===== src/rtl/core/uart_pkg.sv =====
// Shared constants and types for the 8N1 UART with transmit and receive FIFOs.
`default_nettype none

package uart_pkg;

  localparam int unsigned FIFO_DEPTH = 16;
  localparam int unsigned FifoAw     = (FIFO_DEPTH > 1) ? $clog2(FIFO_DEPTH) : 1;
  localparam int unsigned DataBits   = 8;
  localparam int unsigned FrameBits  = DataBits + 2;
  localparam int unsigned TpbW       = 16;
  localparam logic [TpbW-1:0] TpbReset = 16'd434;

  typedef enum logic [1:0] {
    OP_TICK = 2'd0,
    OP_PUSH = 2'd1,
    OP_POP  = 2'd2
  } op_e;

  typedef struct packed {
    logic empty;
    logic full;
  } fifo_stat_t;

endpackage

`default_nettype wire


===== src/rtl/core/uart_fifo.sv =====
// Ring FIFO of FIFO_DEPTH bytes with a full flag and a head read port.
`default_nettype none

module uart_fifo
  import uart_pkg::*;
(
  input  wire logic                clk_i,
  input  wire logic                rst_ni,
  input  wire logic                push_i,
  input  wire logic [DataBits-1:0] wdata_i,
  input  wire logic                pop_i,
  output logic      [DataBits-1:0] rdata_o,
  output fifo_stat_t               stat_o
);

  logic [DataBits-1:0] store_q [FIFO_DEPTH];
  logic [FifoAw-1:0]   head_q, head_d;
  logic [FifoAw-1:0]   tail_q, tail_d;
  logic                full_q, full_d;
  logic                empty;
  logic                do_push;
  logic                do_pop;

  function automatic logic [FifoAw-1:0] next_ptr(input logic [FifoAw-1:0] p);
    if (p == FifoAw'(FIFO_DEPTH - 1)) begin
      return '0;
    end
    return p + 1'b1;
  endfunction

  assign empty   = !full_q && (head_q == tail_q);
  assign do_push = push_i && !full_q;
  assign do_pop  = pop_i && !empty;

  always_comb begin
    head_d = head_q;
    tail_d = tail_q;
    full_d = full_q;
    if (do_push) begin
      tail_d = next_ptr(tail_q);
      if (tail_d == head_q) begin
        full_d = 1'b1;
      end
    end
    if (do_pop) begin
      head_d = next_ptr(head_q);
      full_d = 1'b0;
    end
  end

  always_ff @(posedge clk_i or negedge rst_ni) begin
    if (!rst_ni) begin
      head_q <= '0;
      tail_q <= '0;
      full_q <= 1'b0;
    end else begin
      head_q <= head_d;
      tail_q <= tail_d;
      full_q <= full_d;
    end
  end

  always_ff @(posedge clk_i) begin
    if (do_push) begin
      store_q[tail_q] <= wdata_i;
    end
  end

  assign rdata_o      = store_q[head_q];
  assign stat_o.empty = empty;
  assign stat_o.full  = full_q;

endmodule

`default_nettype wire


===== src/rtl/core/uart_tx.sv =====
// Transmit serializer: start bit, eight data bits LSB first, stop bit.
`default_nettype none

module uart_tx
  import uart_pkg::*;
(
  input  wire logic                clk_i,
  input  wire logic                rst_ni,
  input  wire logic                tick_i,
  input  wire logic [TpbW-1:0]     ticks_per_bit_i,
  input  wire fifo_stat_t          fifo_stat_i,
  input  wire logic [DataBits-1:0] fifo_rdata_i,
  output logic                     fifo_pop_o,
  output logic                     tx_line_o
);

  logic [FrameBits-1:0] shifter_q, shifter_d;
  logic [3:0]           bits_left_q, bits_left_d;
  logic [TpbW-1:0]      count_q, count_d;
  logic [TpbW-1:0]      count_inc;

  assign count_inc = count_q + 1'b1;

  always_comb begin
    shifter_d   = shifter_q;
    bits_left_d = bits_left_q;
    count_d     = count_q;
    fifo_pop_o  = 1'b0;
    if (tick_i) begin
      if (bits_left_q != '0) begin
        if (count_inc >= ticks_per_bit_i) begin
          count_d     = '0;
          shifter_d   = {1'b1, shifter_q[FrameBits-1:1]};
          bits_left_d = bits_left_q - 1'b1;
        end else begin
          count_d = count_inc;
        end
      end
      if ((bits_left_d == '0) && !fifo_stat_i.empty) begin
        fifo_pop_o  = 1'b1;
        shifter_d   = {1'b1, fifo_rdata_i, 1'b0};
        bits_left_d = 4'(FrameBits);
        count_d     = '0;
      end
    end
  end

  always_ff @(posedge clk_i or negedge rst_ni) begin
    if (!rst_ni) begin
      shifter_q   <= '1;
      bits_left_q <= '0;
      count_q     <= '0;
    end else begin
      shifter_q   <= shifter_d;
      bits_left_q <= bits_left_d;
      count_q     <= count_d;
    end
  end

  assign tx_line_o = (bits_left_q != '0) ? shifter_q[0] : 1'b1;

endmodule

`default_nettype wire


===== src/rtl/core/uart_rx.sv =====
// Receive deserializer with start detect, center sampling and drop counter.
`default_nettype none

module uart_rx
  import uart_pkg::*;
(
  input  wire logic                clk_i,
  input  wire logic                rst_ni,
  input  wire logic                tick_i,
  input  wire logic                rx_line_i,
  input  wire logic [TpbW-1:0]     ticks_per_bit_i,
  input  wire fifo_stat_t          fifo_stat_i,
  output logic                     fifo_push_o,
  output logic      [DataBits-1:0] fifo_wdata_o,
  output logic      [15:0]         dropped_o
);

  typedef enum logic [1:0] {
    IDLE,
    START,
    DATA,
    STOP
  } phase_e;

  phase_e              phase_q, phase_d;
  logic [DataBits-1:0] shifter_q, shifter_d;
  logic [2:0]          bit_idx_q, bit_idx_d;
  logic [TpbW-1:0]     count_q, count_d;
  logic [TpbW-1:0]     count_inc;
  logic                prev_q, prev_d;
  logic [15:0]         drop_q, drop_d;

  assign count_inc = count_q + 1'b1;

  always_comb begin
    phase_d     = phase_q;
    shifter_d   = shifter_q;
    bit_idx_d   = bit_idx_q;
    count_d     = count_q;
    prev_d      = prev_q;
    drop_d      = drop_q;
    fifo_push_o = 1'b0;
    if (tick_i) begin
      prev_d = rx_line_i;
      unique case (phase_q)
        IDLE: begin
          if (prev_q && !rx_line_i) begin
            phase_d = START;
            count_d = '0;
          end
        end
        START: begin
          count_d = count_inc;
          if (count_inc >= (ticks_per_bit_i >> 1)) begin
            count_d = '0;
            if (rx_line_i) begin
              phase_d = IDLE;
            end else begin
              phase_d   = DATA;
              bit_idx_d = '0;
              shifter_d = '0;
            end
          end
        end
        DATA: begin
          count_d = count_inc;
          if (count_inc >= ticks_per_bit_i) begin
            count_d              = '0;
            shifter_d[bit_idx_q] = rx_line_i;
            bit_idx_d            = bit_idx_q + 1'b1;
            if (bit_idx_q == 3'(DataBits - 1)) begin
              phase_d = STOP;
            end
          end
        end
        STOP: begin
          count_d = count_inc;
          if (count_inc >= ticks_per_bit_i) begin
            count_d = '0;
            phase_d = IDLE;
            if (fifo_stat_i.full) begin
              if (drop_q != '1) begin
                drop_d = drop_q + 1'b1;
              end
            end else begin
              fifo_push_o = 1'b1;
            end
          end
        end
        default: phase_d = IDLE;
      endcase
    end
  end

  always_ff @(posedge clk_i or negedge rst_ni) begin
    if (!rst_ni) begin
      phase_q   <= IDLE;
      shifter_q <= '0;
      bit_idx_q <= '0;
      count_q   <= '0;
      prev_q    <= 1'b1;
      drop_q    <= '0;
    end else begin
      phase_q   <= phase_d;
      shifter_q <= shifter_d;
      bit_idx_q <= bit_idx_d;
      count_q   <= count_d;
      prev_q    <= prev_d;
      drop_q    <= drop_d;
    end
  end

  assign fifo_wdata_o = shifter_q;
  assign dropped_o    = drop_q;

endmodule

`default_nettype wire


===== src/rtl/core/uart_8n1_with_fifos.sv =====
// Top level: 8N1 UART with transmit and receive FIFOs on a word stream.
//
//  channel   | direction | tdata (low bit up)                              | tuser
//  s_axis    | in        | write_byte[7:0], rx_line[8], zero pad to 16     | opcode[1:0]
//  m_axis    | out       | tx_line, read_byte, tx_full, rx_available,      | read_valid
//            |           | dropped_frames, zero pad to 32                  |
//  cfg       | in        | ticks_per_bit[15:0] written when cfg_we_i high  |
//
// One word per cycle sustained while m_axis_tready is high: a word is held in the input register,
// then, as it leaves that register, updates the FIFO pointers, bit counters and serializers together.
// The result word is the state after that update plus the popped byte.
// A stalled m_axis holds the result and the input register; nothing advances.
// Reset clears all pointers and counters; ticks_per_bit returns to 434.
`default_nettype none

module uart_8n1_with_fifos
  import uart_pkg::*;
(
  input  wire logic        clk_i,
  input  wire logic        rst_ni,
  input  wire logic        s_axis_tvalid,
  output logic             s_axis_tready,
  input  wire logic [15:0] s_axis_tdata,   // write_byte[7:0], rx_line[8]
  input  wire logic [1:0]  s_axis_tuser,   // opcode[1:0]
  output logic             m_axis_tvalid,
  input  wire logic        m_axis_tready,
  output logic      [31:0] m_axis_tdata,   // tx_line[0], read_byte[8:1], tx_full[9],
                                           // rx_available[10], dropped_frames[26:11]
  output logic      [0:0]  m_axis_tuser,   // read_valid[0]
  input  wire logic        cfg_we_i,
  input  wire logic [15:0] cfg_wdata_i
);

  logic [TpbW-1:0]     tpb_q;
  logic                in_valid_q;
  logic [1:0]          opcode_q;
  logic [DataBits-1:0] wbyte_q;
  logic                rxl_q;
  logic                out_valid_q;
  logic [DataBits-1:0] rbyte_q, rbyte_d;
  logic                rvalid_q, rvalid_d;
  logic                advance;
  logic                tick;
  logic                push;
  logic                pop;

  fifo_stat_t          tx_stat;
  fifo_stat_t          rx_stat;
  logic [DataBits-1:0] tx_rdata;
  logic [DataBits-1:0] rx_rdata;
  logic [DataBits-1:0] rx_wdata;
  logic                tx_pop;
  logic                rx_push;
  logic                tx_line;
  logic [15:0]         dropped;

  assign advance       = in_valid_q && (!out_valid_q || m_axis_tready);
  assign s_axis_tready = !in_valid_q || advance;
  assign tick          = advance && (opcode_q == OP_TICK);
  assign push          = advance && (opcode_q == OP_PUSH);
  assign pop           = advance && (opcode_q == OP_POP);

  always_ff @(posedge clk_i or negedge rst_ni) begin
    if (!rst_ni) begin
      tpb_q <= TpbReset;
    end else if (cfg_we_i) begin
      tpb_q <= cfg_wdata_i;
    end
  end

  always_ff @(posedge clk_i or negedge rst_ni) begin
    if (!rst_ni) begin
      in_valid_q <= 1'b0;
    end else if (s_axis_tready) begin
      in_valid_q <= s_axis_tvalid;
    end
  end

  always_ff @(posedge clk_i) begin
    if (s_axis_tready && s_axis_tvalid) begin
      opcode_q <= s_axis_tuser;
      wbyte_q  <= s_axis_tdata[DataBits-1:0];
      rxl_q    <= s_axis_tdata[DataBits];
    end
  end

  always_comb begin
    rbyte_d  = '0;
    rvalid_d = 1'b0;
    if (pop && !rx_stat.empty) begin
      rbyte_d  = rx_rdata;
      rvalid_d = 1'b1;
    end
  end

  always_ff @(posedge clk_i or negedge rst_ni) begin
    if (!rst_ni) begin
      out_valid_q <= 1'b0;
      rbyte_q     <= '0;
      rvalid_q    <= 1'b0;
    end else if (advance) begin
      out_valid_q <= 1'b1;
      rbyte_q     <= rbyte_d;
      rvalid_q    <= rvalid_d;
    end else if (m_axis_tready) begin
      out_valid_q <= 1'b0;
    end
  end

  uart_fifo u_tx_fifo (
    .clk_i   (clk_i),
    .rst_ni  (rst_ni),
    .push_i  (push),
    .wdata_i (wbyte_q),
    .pop_i   (tx_pop),
    .rdata_o (tx_rdata),
    .stat_o  (tx_stat)
  );

  uart_fifo u_rx_fifo (
    .clk_i   (clk_i),
    .rst_ni  (rst_ni),
    .push_i  (rx_push),
    .wdata_i (rx_wdata),
    .pop_i   (pop),
    .rdata_o (rx_rdata),
    .stat_o  (rx_stat)
  );

  uart_tx u_tx (
    .clk_i           (clk_i),
    .rst_ni          (rst_ni),
    .tick_i          (tick),
    .ticks_per_bit_i (tpb_q),
    .fifo_stat_i     (tx_stat),
    .fifo_rdata_i    (tx_rdata),
    .fifo_pop_o      (tx_pop),
    .tx_line_o       (tx_line)
  );

  uart_rx u_rx (
    .clk_i           (clk_i),
    .rst_ni          (rst_ni),
    .tick_i          (tick),
    .rx_line_i       (rxl_q),
    .ticks_per_bit_i (tpb_q),
    .fifo_stat_i     (rx_stat),
    .fifo_push_o     (rx_push),
    .fifo_wdata_o    (rx_wdata),
    .dropped_o       (dropped)
  );

  assign m_axis_tvalid = out_valid_q;
  assign m_axis_tdata  = {5'd0, dropped, !rx_stat.empty, tx_stat.full, rbyte_q, tx_line};
  assign m_axis_tuser  = rvalid_q;

endmodule

`default_nettype wire


===== config.mk =====
export PLATFORM = sky130hd
export DESIGN_NAME = uart_8n1_with_fifos
export DESIGN_NICKNAME = d
export VERILOG_FILES = /design/src/rtl/core/uart_pkg.sv /design/src/rtl/core/uart_fifo.sv /design/src/rtl/core/uart_tx.sv /design/src/rtl/core/uart_rx.sv /design/src/rtl/core/uart_8n1_with_fifos.sv
export SDC_FILE = /design/constraint.sdc
export NUM_CORES = 1
export LEC_CHECK = 0
export ABC_AREA = 1
export BUFFER_PORTS_ARGS = -buffer_cell sky130_fd_sc_hd__clkbuf_2
export CAP_MARGIN = 20
export CORE_ASPECT_RATIO = 1.1
export CORE_MARGIN = 2
export CORE_UTILIZATION = 40
export CTS_CLUSTER_SIZE = 16
export DETAILED_ROUTE_END_ITERATION = 12
export SLEW_MARGIN = 40
export SYNTH_ARGS = -nofsm -noshare
export SYNTH_HDL_FRONTEND = slang
export SYNTH_SLANG_ARGS = --single-unit

===== constraint.sdc =====
create_clock -name clk_i -period 6.9 [get_ports clk_i]
set_clock_uncertainty 0.1 [all_clocks]
set_input_delay 0 -clock clk_i [delete_from_list [all_inputs] [get_ports clk_i]]
set_output_delay 0 -clock clk_i [all_outputs]
set_load 0.05 [all_outputs]

==> results by group, run 1 <==
Cells and area
  – Final Non-Filler Cells: 2481
  – Area Growth Syn to Fin: 15.91%
  – Share of post-route cells with drive strength above 1: 12.73%
  – Final #Nets: 1962
  – N_diodes: 0

Place
  – HPWL Detailed: 27340 microns
  – Final GP Congestion: 0.8364
  – Pre-CTS WS: 2.374 ns
  – Placed insts: 2341
  – PortBufs: 61

Synthesis
  – Synth Cell Area: 0.01829 sq mm
  – Synth Flop Type: edfxtp_1
  – Post-synth EDFFs: 267
  – Yosys reg bits: 387
  – Largest cells by area after synthesis: edfxtp_1, dfrtp_1, nand2_1
  – Top cell type's share of synthesized area: 43.84%
  – Synthesized instance count: 1750
  – Top post-synthesis cells by count: nand2_1, edfxtp_1, nor2_1
  – Yosys top cell by area: edfxtp_1
  – Most frequent cell after synthesis: nand2_1
  – Synth warn: 0
  – Avg Inst Size Synth: 10.45 sq um
  – Async S/R FF share, synth: 31.01%
  – Seq/Total Area, Yosys: 60.36%
  – Unique masters post-synth: 59

Timing
  – Final hold slack: 0.04609 ns
  – Final setup viols: 0
  – Actual slew at the worst max-slew pin: 0.8161 ns
  – Total Neg Setup Slack: 0 ns
  – PnR worst setup slack: 2.386 ns
  – Final min period: 4.514 ns
  – Fin crit share: 65.42%
  – Unrepaired setup endpoints after global routing: false
  – Number of hold violations in the final report: 0
  – Final max-slew violation count: 0
  – FMAX: 0.2215 GHz
  – Slew HR: 45.39%

Routing
  – Vias: 13.10k
  – DRC: 0
  – Initial drt markers: 916
  – Post-route ant nets: 0
  – First-pass DRT Iterations: 5
  – Wire per inst: 17.51 microns
  – Vias per Instance: 5.280
  – Routed WL: 43440 microns

Critical path
  – WP data arrival: 4.61 ns
  – Worst Path Required: 7.00 ns
  – Worst R2R Path Depth: 19
  – Crit. End Element: flop
  – Setup CP Type: reg2reg
  – Startpoint type of the worst setup path: flop
  – Max Fanout on Critical Path: 9

Floorplan
  – Ports: 74
  – Initial core utilization: 40.33%
  – Die height: 228.3 microns
  – Die Wd: 207.9 microns
  – Core ar.: 0.04535 sq mm
  – Row count: 82
  – Full die area: 0.04745 sq mm

Clock network
  – H-tree depth: 2
  – TritonCTS clock tree: yes
  – Number of CTS-inserted buffers: 42
  – Setup bufs post-CTS: 0
  – Clk slew on worst S/H paths: 0.06 ns
  – Clock latency at the later pin of the worst-skew pair: 0.57 ns
  – Clock buffer depth: 3
  – CTS Root Cell: clkbuf_16
  – CTS Sinks: 387

Global route
  – Global-route usage over all layers: 18.24%
  – Grt ovf: 0
  – First-pass GRT wire length: 69390 microns
  – Initial antenna violation count: 0
  – Pin count of the biggest net entering global routing: 71
  – Vias in the first global route: 12.65k

Pwr
  – Final Power: 0.006908 W
  – Power density over the cells: 325.9 mW/mm^2
  – VDD IR-drop max: 0.2075 mV
  – Leak: 8.644 nW

Flow run
  – Maxcap violations: 0

Min path
  – Hold Path Class: in2reg
  – Worst hold stages: 2

Run status
  – Status: finished, final reports clean
-- critical path, stage by stage, from the launching register on --
cell     delay, ns
dfrtp_1       0.46
ha_1          0.22
nand2_1       0.08
nor2_1        0.17
nand3_1       0.15
nor2_1        0.11
nand2_1       0.09
nor3_1        0.20
xor2_1        0.33
ha_1          0.18
nand2_1       0.06
inv_1         0.05
nand3_1       0.08
nor3_1        0.19
nand3_1       0.15
nand3_2       0.16
nand2_2       0.14
nor3_4        0.32
nand2_1       0.25
nor2_1        0.66
-- state kept, by name, indices dropped and copies added (netlist names), 8 cells and up, named ones only --
register           count
wbyte_q                8
u_tx.count_q          16
u_rx.dropped_o        16
rbyte_q                8
u_rx_fifo.store_q    128
u_rx.fifo_wdata_o      8
u_tx_fifo.store_q    128
tpb_q                 16
u_tx.shifter_q         9
u_rx.count_q          16
-- metal layers --
metal  vias up  wire (microns)  track usage [%]
li1       6310               -                -
met1      6376           18600            23.68
met2       331           21230            30.59
met3        82            2399            3.566
met4         0            1214            6.139
met5         -               0                0
-- kinds of logic (layout without fill, tap and decap cells) --
group | count (synthesis) | count (layout) | share of synthesized area (%)
compound gates | 335 | 335 | 10.68
xor+xnor | 51 | 51 | 2.442
mux | 1 | 1 | 0.06157
flops | 387 | 387 | 60.36
fa+ha+maj | 63 | 63 | 4.310
simple gates | 694 | 694 | 17.04
buf+inv | 218 | 357 | 5.090
other cells | 1 | 5 | 0.02050
-- placed cells by master (no fill, tap or decap), drive strengths merged, types with 35 or more instances in the layout --
cell type / netlist / final
dlygate4sd3: 0 / 62
o21ai: 156 / 156
xor2: 44 / 44
nor2: 142 / 142
dfrtp: 105 / 105
clkbuf: 46 / 109
nand2: 369 / 369
inv: 138 / 140
edfxtp: 267 / 267
a21oi: 93 / 93
nand3: 107 / 107
ha: 63 / 63
nor3: 35 / 35
-- path summary, 6_finish.rpt --
| kind | startpoint | end | slack (ns) |
|---|---|---|---|
| max in group asynchronous | rst_ni | u_rx_fifo.head_q[1]$_DFFE_PN0P_ | 5.52 |
| setup / recovery | u_rx.count_q[0]$_DFFE_PN0P_ | u_rx_fifo.store_q[9][7]$_DFFE_PP_ | 2.39 |
| hold reg to reg | u_tx.shifter_q[0]$_DFFE_PN1P_ | u_tx.shifter_q[0]$_DFFE_PN1P_ | 0.38 |
| setup reg to reg | u_rx.count_q[0]$_DFFE_PN0P_ | u_rx_fifo.store_q[9][7]$_DFFE_PP_ | 2.39 |
| min in group asynchronous | rst_ni | u_rx.dropped_o[14]$_DFFE_PN0P_ | 0.31 |
| hold / removal | s_axis_tdata[8] | rxl_q$_DFFE_PP_ | 0.05 |
-- where the power goes --
group	internal, W	total [W]	leakage (nW)	switching [W]
Combinational	0.000552	0.00173	4.06	0.00118
Clock	0.00140	0.00235	0.688	0.000949
Sequential	0.00264	0.00283	3.90	0.000187
Total	0.00459	0.00691	8.64	0.00231
-- layout make-up --
cell class	instances	area, sq um
multi-input cells	1149	6376
clock inverters	28	350.3
fillers	4155	24150
repair buffers	140	1080
inverters	140	525.5
clock buffers	49	1087
flip-flops and latches	387	11040
well taps	588	735.7
-- metrics by stage --
stage,instance area [sq um],utilization [%]
3_5_place_dp,19090,42.10
2_1_floorplan,18300,-
3_3_place_gp,19060,42.03
5_1_grt,21200,46.74
4_1_cts,21180,46.70
6_report,21200,46.74
-- what timing repair did --
| action | 4_1_cts | 5_1_grt |
|---|---|---|
| hold endpoints to repair | 122 | 0 |
| gates resized for setup | 0 | 0 |
| hold buffers | 63 | 0 |
| setup endpoints to repair | 0 | 0 |
Note: power is estimated with default switching activity, not from simulation.
==> run 2, diff against run 1 <==
clock period = 4.01 ns   (was 6.9 ns; I/O delays follow)
==> run 2 against run 1 <==
- sequential power grew 73%
- non-clock buffer count grew 24
- worst hold slack gained 0.0040 ns
- combinational power grew 72%
- die area is the same
- critical path depth grew 2
- largest cell class unchanged
==> results by group, run 2 (synthesis results as in run 1) <==
Cells and area
  – Share of post-route cells with drive strength above 1: 13.57% (+0.84 points)
  – Area Growth Syn to Fin: 16.73%
  – Most common cell after layout, fill and taps aside: nand2_1
  – Final Non-Filler Cells: 2504 (+0.93%)
  – Most frequent cells in the layout: nand2_1, edfxtp_1, inv_1, nor2_1, o21ai_0
  – N_diodes: 0 (unchanged)
  – Largest regs: u_rx_fifo.store_q: 128 flops, u_tx_fifo.store_q: 128 flops
  – Final Cell Area: 0.02135 sq mm (+0.71%)
  – Final #Nets: 1986 (+1.2%)
  – Utilization after layout: 47.08% (+0.33 points)
  – # fillers: 4164 (+0.22%)

Timing
  – Total Neg Setup Slack: 0 ns (unchanged)
  – Final max-slew violation count: 0 (unchanged)
  – Fin crit share: 92.50% (+27 points)
  – Final min period: 3.709 ns (-0.8046 ns)
  – FMAX: 0.2696 GHz (+22%)
  – Actual slew at the worst max-slew pin: 0.8132 ns (-0.002880 ns)
  – Number of hold violations in the final report: 0 (unchanged)
  – Final setup viols: 0 (unchanged)
  – Slew HR: 45.59% (+0.19 points)

Critical path
  – Crit Reg-Reg Endpoint: u_rx_fifo.store_q[2][2]$_DFFE_PP_
  – CP peak stage delay: 0.40 ns (-0.26 ns)
  – Buf/Inv on CP: 3 (+2)
  – Cell family with most CP delay: simple AND/OR/NAND/NOR gates
  – Worst Path Required: 4.18 ns (-2.82 ns)
  – Startpoint type of the worst setup path: flop
  – Setup CP Type: reg2reg
  – Worst reg-to-reg setup slack: 0.30 ns (-2.09 ns)
  – Crit. End Element: flop
  – Max Fanout on Critical Path: 8 (-1)
  – Worst R2R Start: u_rx.count_q[1]$_DFFE_PN0P_
  – Worst R2R Path Depth: 21 (+2)
  – WP data arrival: 3.87 ns (-0.74 ns)
  – Slowest-stage cell, CP: dfrtp_1
  – CP cell instances: ha_1, nand2_1, nor2_2, nand3_1, nor2_1, nand2_1, nor3_2, xor2_1, ha_1, nand2_1, inv_1, nand3_1, nor3_2, nand3_1, nand3_2, nand2_2, nor3_4, buf_4, nand2_2, nor2_1, buf_4

Run status
  – Status: finished, final reports clean

Routing
  – Routed WL: 43170 microns (-0.63%)
  – Wire per inst: 17.24 microns (-1.5%)
  – Vias: 13.01k (-0.67%)
  – DRC: 0 (unchanged)
  – Post-route ant nets: 0 (unchanged)
  – Vias per Instance: 5.196 (-1.6%)
  – Initial drt markers: 1023 (+12%)
  – First-pass DRT Iterations: 8 (+3)

Place
  – PortBufs: 61 (unchanged)
  – Placed insts: 2361 (+0.85%)
  – Final GP Congestion: 0.8614 (+3.0%)
  – HPWL Detailed: 27660 microns (+1.2%)
  – DP Area: 0.01925 sq mm (+0.81%)

Pwr
  – Final Power: 0.01180 W (+71%)
  – Leak: 8.782 nW (+1.6%)
  – Power density over the cells: 552.5 mW/mm^2 (+70%)
  – VDD IR-drop max: 0.3718 mV (+79%)

Clock network
  – CTS Sinks: 387 (unchanged)
  – Clock buffer depth: 3 (unchanged)
  – TritonCTS clock tree: yes
  – H-tree depth: 2 (unchanged)
  – CTS Root Cell: clkbuf_16
  – Number of CTS-inserted buffers: 42 (unchanged)
  – Clk slew on worst S/H paths: 0.06 ns (about the same)
  – Clock latency at the later pin of the worst-skew pair: 0.57 ns (about the same)

Min path
  – Hold Path Origin: s_axis_tdata[4]
  – Worst hold stages: 2 (unchanged)
  – Hold EP: wbyte_q[4]$_DFFE_PP_
  – Hold Path Class: in2reg

Floorplan
  – Die Wd: 207.9 microns (unchanged)
  – Core ar.: 0.04535 sq mm (unchanged)
  – Row count: 82 (unchanged)
  – Ports: 74 (unchanged)
  – Full die area: 0.04745 sq mm (unchanged)
  – Die height: 228.3 microns (unchanged)
  – Initial core utilization: 40.33% (unchanged)

Global route
  – Vias in the first global route: 12.66k (+0.055%)
  – Global-route usage over all layers: 18.00% (-0.24 points)
  – Pin count of the biggest net entering global routing: 74 (+4.2%)
  – Grt ovf: 0 (unchanged)
  – First-pass GRT wire length: 68430 microns (-1.4%)
  – Initial antenna violation count: 0 (unchanged)

Flow run
  – Maxcap violations: 0 (unchanged)
-- run 2: cell types whose count changed in the layout (fill, tap and decap cells not counted), moves of 2 or more --
cell        previous run  this run
clkinvlp_4             5         1
buf_4                 16        37
clkinv_1               5         9
nor2_1               126       131
nor3_1                32        30
clkinv_2               7        12
nand2_2               11        13
nor2_2                13         8
nand2_1              355       353
nor3_2                 1         4
-- run 2: timing repair --
action / in CTS / in global routing
hold buffers: 64 / 0
setup buffers: 0 / 3
endpoints found under the hold margin: 128 / 0
setup endpoints to repair: 0 / 155
resized for setup: 0 / 10
-- run 2: worst max path at each step --
stage,slack (ns),from,endpoint,cells after the start
6_report,0.30,u_rx.count_q[1]$_DFFE_PN0P_,u_rx_fifo.store_q[2][2]$_DFFE_PP_,21
5_1_grt,-0.02,u_rx.count_q[1]$_DFFE_PN0P_,u_rx_fifo.store_q[4][1]$_DFFE_PP_,21
4_1_cts,0.08,u_rx.count_q[1]$_DFFE_PN0P_,u_rx_fifo.store_q[11][4]$_DFFE_PP_,20
3_5_place_dp,0.10,u_rx.count_q[1]$_DFFE_PN0P_,u_rx_fifo.store_q[11][7]$_DFFE_PP_,20
2_1_floorplan,0.18,u_rx.count_q[0]$_DFFE_PN0P_,u_rx_fifo.store_q[7][0]$_DFFE_PP_,19
3_3_place_gp,0.18,u_rx.count_q[1]$_DFFE_PN0P_,u_rx_fifo.store_q[11][0]$_DFFE_PP_,20
-- run 2: final cells by class --
type	instances	area (sq um)	share of cell area (%)
flip-flops and latches	387	11040	51.72
multi-input cells	1149	6377	29.87
repair buffers	164	1282	6.007
clock buffers	47	1070	5.011
well taps	588	735.7	3.446
inverters	140	528.0	2.473
clock inverters	29	312.8	1.465
-- run 2: power by group --
part	switching [W]	internal (W)	total, W
sequential	0.000357	0.00454	0.00490
clock	0.00160	0.00231	0.00391
combinational	0.00201	0.000972	0.00298
total	0.00396	0.00783	0.0118
-- run 2: through the flow --
step           setup slack (ns)  hold slack [ns]
5_1_grt                -0.01589          0.04085
2_1_floorplan            0.1784          -0.3956
3_5_place_dp             0.1004         -0.02871
3_3_place_gp             0.1802          0.04714
4_1_cts                 0.08400          0.01810
6_report                 0.3008          0.05012
-- run 2: routing by layer --
| metal | share of wire, % | track usage [%] | vias up |
|---|---|---|---|
| met3 | 4.5 | 3.084 | 62 |
| met5 | 0 | 0 | - |
| met1 | 44 | 23.87 | 6300 |
| met2 | 49 | 30.34 | 286 |
| li1 | - | - | 6363 |
| met4 | 2.0 | 5.186 | 0 |
==> run 3, diff against run 2 <==
--- a/config.mk
+++ b/config.mk
@@ -7,5 +7,5 @@
 export LEC_CHECK = 0
 export ABC_AREA = 1
-export BUFFER_PORTS_ARGS = -buffer_cell sky130_fd_sc_hd__clkbuf_2
+export BUFFER_PORTS_ARGS = -buffer_cell sky130_fd_sc_hd__buf_4
 export CAP_MARGIN = 20
 export CORE_ASPECT_RATIO = 1.1
--- a/constraint.sdc
+++ b/constraint.sdc
@@ -3,3 +3,3 @@
 set_input_delay 0 -clock clk_i [delete_from_list [all_inputs] [get_ports clk_i]]
 set_output_delay 0 -clock clk_i [all_outputs]
-set_load 0.05 [all_outputs]
+set_load 0.1 [all_outputs]
==> run 3 against run 2 <==
- design area rose by 1.4%
- wire length rose by 2.1%
- register-to-register slack improved by 0.02 ns
- highest routed layer unchanged
- non-clock buffer count rose by 5
- first-iteration DRC count fell by 11%
- sequential power barely moved
- worst setup slack improved by 0.025 ns
==> results by group, run 3 (synthesis results as in run 1) <==
Run status
  – Status: finished, final reports clean

Floorplan
  – Ports: 74 (unchanged)
  – Die height: 228.3 microns (unchanged)
  – Core ar.: 0.04535 sq mm (unchanged)
  – Initial core utilization: 40.33% (unchanged)
  – Full die area: 0.04745 sq mm (unchanged)
  – Row count: 82 (unchanged)
  – Die Wd: 207.9 microns (unchanged)

Critical path
  – Worst Path Required: 4.19 ns (about the same)
  – Worst reg-to-reg setup slack: 0.33 ns (+0.02 ns)
  – Worst setup path endpoint: u_rx_fifo.store_q[13][5]$_DFFE_PP_
  – WP data arrival: 3.86 ns (about the same)
  – Worst setup path startpoint: u_rx.count_q[1]$_DFFE_PN0P_
  – Setup CP Type: reg2reg
  – Worst R2R Path Depth: 21 (unchanged)
  – Crit Reg-Reg Endpoint: u_rx_fifo.store_q[13][5]$_DFFE_PP_
  – Startpoint type of the worst setup path: flop
  – Worst R2R Start: u_rx.count_q[1]$_DFFE_PN0P_
  – Crit. End Element: flop
  – Max Fanout on Critical Path: 8 (unchanged)

Cells and area
  – Most frequent cells in the layout: nand2_1, edfxtp_1, inv_1
  – Area of the multi-input gates: 0.006386 sq mm (+0.14%)
  – # fillers: 4109 (-1.3%)
  – Final #Nets: 1992 (+0.30%)
  – FF+latch area: 0.01104 sq mm (unchanged)
  – Largest regs: u_rx_fifo.store_q: 128 flops, u_tx_fifo.store_q: 128 flops
  – Area Growth Syn to Fin: 18.31%
  – Most common cell after layout, fill and taps aside: nand2_1
  – N_diodes: 0 (unchanged)
  – Share of post-route cells with drive strength above 1: 13.93% (+0.36 points)

Timing
  – Actual slew at the worst max-slew pin: 0.7998 ns (-0.01340 ns)
  – Slew HR: 46.48% (+0.90 points)
  – PnR worst setup slack: 0.3254 ns (+0.02465 ns)
  – Final hold slack: 0.04040 ns (-0.009716 ns)
  – Final setup viols: 0 (unchanged)
  – Final min period: 3.685 ns (-0.02465 ns)
  – Final max-slew violation count: 0 (unchanged)
  – Fin crit share: 91.88% (-0.61 points)
  – FMAX: 0.2714 GHz (+0.67%)
  – Unrepaired setup endpoints after global routing: false
  – Total Neg Setup Slack: 0 ns (unchanged)
  – Number of hold violations in the final report: 0 (unchanged)

Pwr
  – Leak: 8.871 nW (+1.0%)
  – Sequential Power Share: 40.0% (-1.6 points)
  – VDD IR-drop max: 0.3511 mV (-5.6%)
  – Power density over the cells: 567.6 mW/mm^2 (+2.7%)
  – Combinational Power Share: 26.8% (+1.5 points)
  – Final Power: 0.01228 W (+4.1%)
  – NetSw: 0.004282 W (+8.0%)
  – Clock power share: 33.1% (about the same)
  – Internal power: 0.008000 W (+2.2%)
  – Switching share of power: 34.86% (+1.3 points)

Clock network
  – CTS Sinks: 387 (unchanged)
  – Clock buffer depth: 3 (unchanged)
  – Clk slew on worst S/H paths: 0.06 ns (about the same)
  – TritonCTS clock tree: yes
  – H-tree depth: 2 (unchanged)
  – Clock latency at the later pin of the worst-skew pair: 0.57 ns (about the same)
  – CTS Root Cell: clkbuf_16
  – Number of CTS-inserted buffers: 43 (+2.4%)

Routing
  – Post-route ant nets: 0 (unchanged)
  – First-pass DRT Iterations: 5 (-3)
  – Vias per Instance: 5.223 (+0.52%)
  – DRC: 0 (unchanged)
  – Vias: 13.12k (+0.85%)
  – Initial drt markers: 915 (-11%)
  – Wire per inst: 17.54 microns (+1.7%)
  – Routed WL: 44070 microns (+2.1%)

Global route
  – Initial antenna violation count: 0 (unchanged)
  – Pin count of the biggest net entering global routing: 61 (-18%)
  – Vias in the first global route: 12.99k (+2.6%)
  – Grt ovf: 0 (unchanged)
  – First-pass GRT wire length: 70110 microns (+2.4%)
  – Global-route usage over all layers: 18.53% (+0.53 points)

Place
  – Final GP Congestion: 0.8400 (-2.5%)
  – PortBufs: 61 (unchanged)
  – Pre-CTS WS: 0.1292 ns (+0.02872 ns)
  – HPWL Detailed: 27860 microns (+0.71%)

Min path
  – Hold Path Class: in2reg

Flow run
  – Maxcap violations: 0 (unchanged)
-- run 3: critical path: stages (launching register included) --
cell     delay, ns
dfrtp_1       0.39
ha_1          0.21
nand2_1       0.09
nor2_2        0.14
nand3_1       0.12
nor2_1        0.11
nand2_1       0.10
nor3_2        0.14
xor2_1        0.11
ha_1          0.28
nand2_1       0.05
inv_1         0.05
nand3_1       0.09
nor3_2        0.14
nand3_1       0.14
nand3_2       0.16
nand2_2       0.13
nor3_4        0.19
buf_4         0.18
nand2_1       0.14
nor2_1        0.12
buf_4         0.19
-- run 3: stage by stage --
stage | cells | area, sq um | util [%]
floorplan | 1754 | 18300 | -
global placement | 2363 | 19400 | 42.79
detailed placement | 2363 | 19410 | 42.80
CTS | 2507 | 21540 | 47.51
global route | 2512 | 21640 | 47.72
finish | 2512 | 21640 | 47.72
-- run 3: cell type report --
class	instances	share of cell area, %
Clock inverter	24	1.255
Inverter	140	2.440
Clock buffer	55	5.516
Tap cell	588	3.400
Timing Repair Buffer	169	6.846
Multi-Input combinational cell	1149	29.51
Sequential cell	387	51.03
-- run 3: power groups by stage --
stage | clock network, W | registers [W] | logic, W
floorplan | 0 | 0.00520 | 0.00213
global placement | 0 | 0.00497 | 0.00313
detailed placement | 0 | 0.00498 | 0.00318
CTS | 0.00416 | 0.00491 | 0.00326
global route | 0.00432 | 0.00496 | 0.00363
finish | 0.00407 | 0.00492 | 0.00330
-- run 3: worst min path at each step --
stage,start,endpoint,slack (ns),cells after the start
final,s_axis_tuser[0],opcode_q[0]$_DFFE_PP_,0.04,2
after global routing,s_axis_tuser[0],opcode_q[0]$_DFFE_PP_,0.03,2
after CTS,s_axis_tuser[0],opcode_q[0]$_DFFE_PP_,0.006,2
after detailed placement,rst_ni,u_tx.count_q[4]$_DFFE_PN0P_,0.008,1
after global placement,s_axis_tdata[1],wbyte_q[1]$_DFFE_PP_,0.08,1
after floorplan,rst_ni,asynchronous set/reset pin,-0.40,0
-- run 3: layer usage --
metal	vias up	GRT usage [%]	wire [microns]
met5	-	0	0
met3	81	2.519	1914
met1	6362	24.19	19350
met4	0	6.715	1266
li1	6364	-	-
met2	314	31.52	21530
-- run 3: what timing repair did --
item | 4_1_cts | 5_1_grt
endpoints found under the hold margin | 137 | 0
setup buffers | 0 | 5
endpoints found under the setup margin | 0 | 156
hold buffers | 65 | 0
resized for setup | 0 | 9
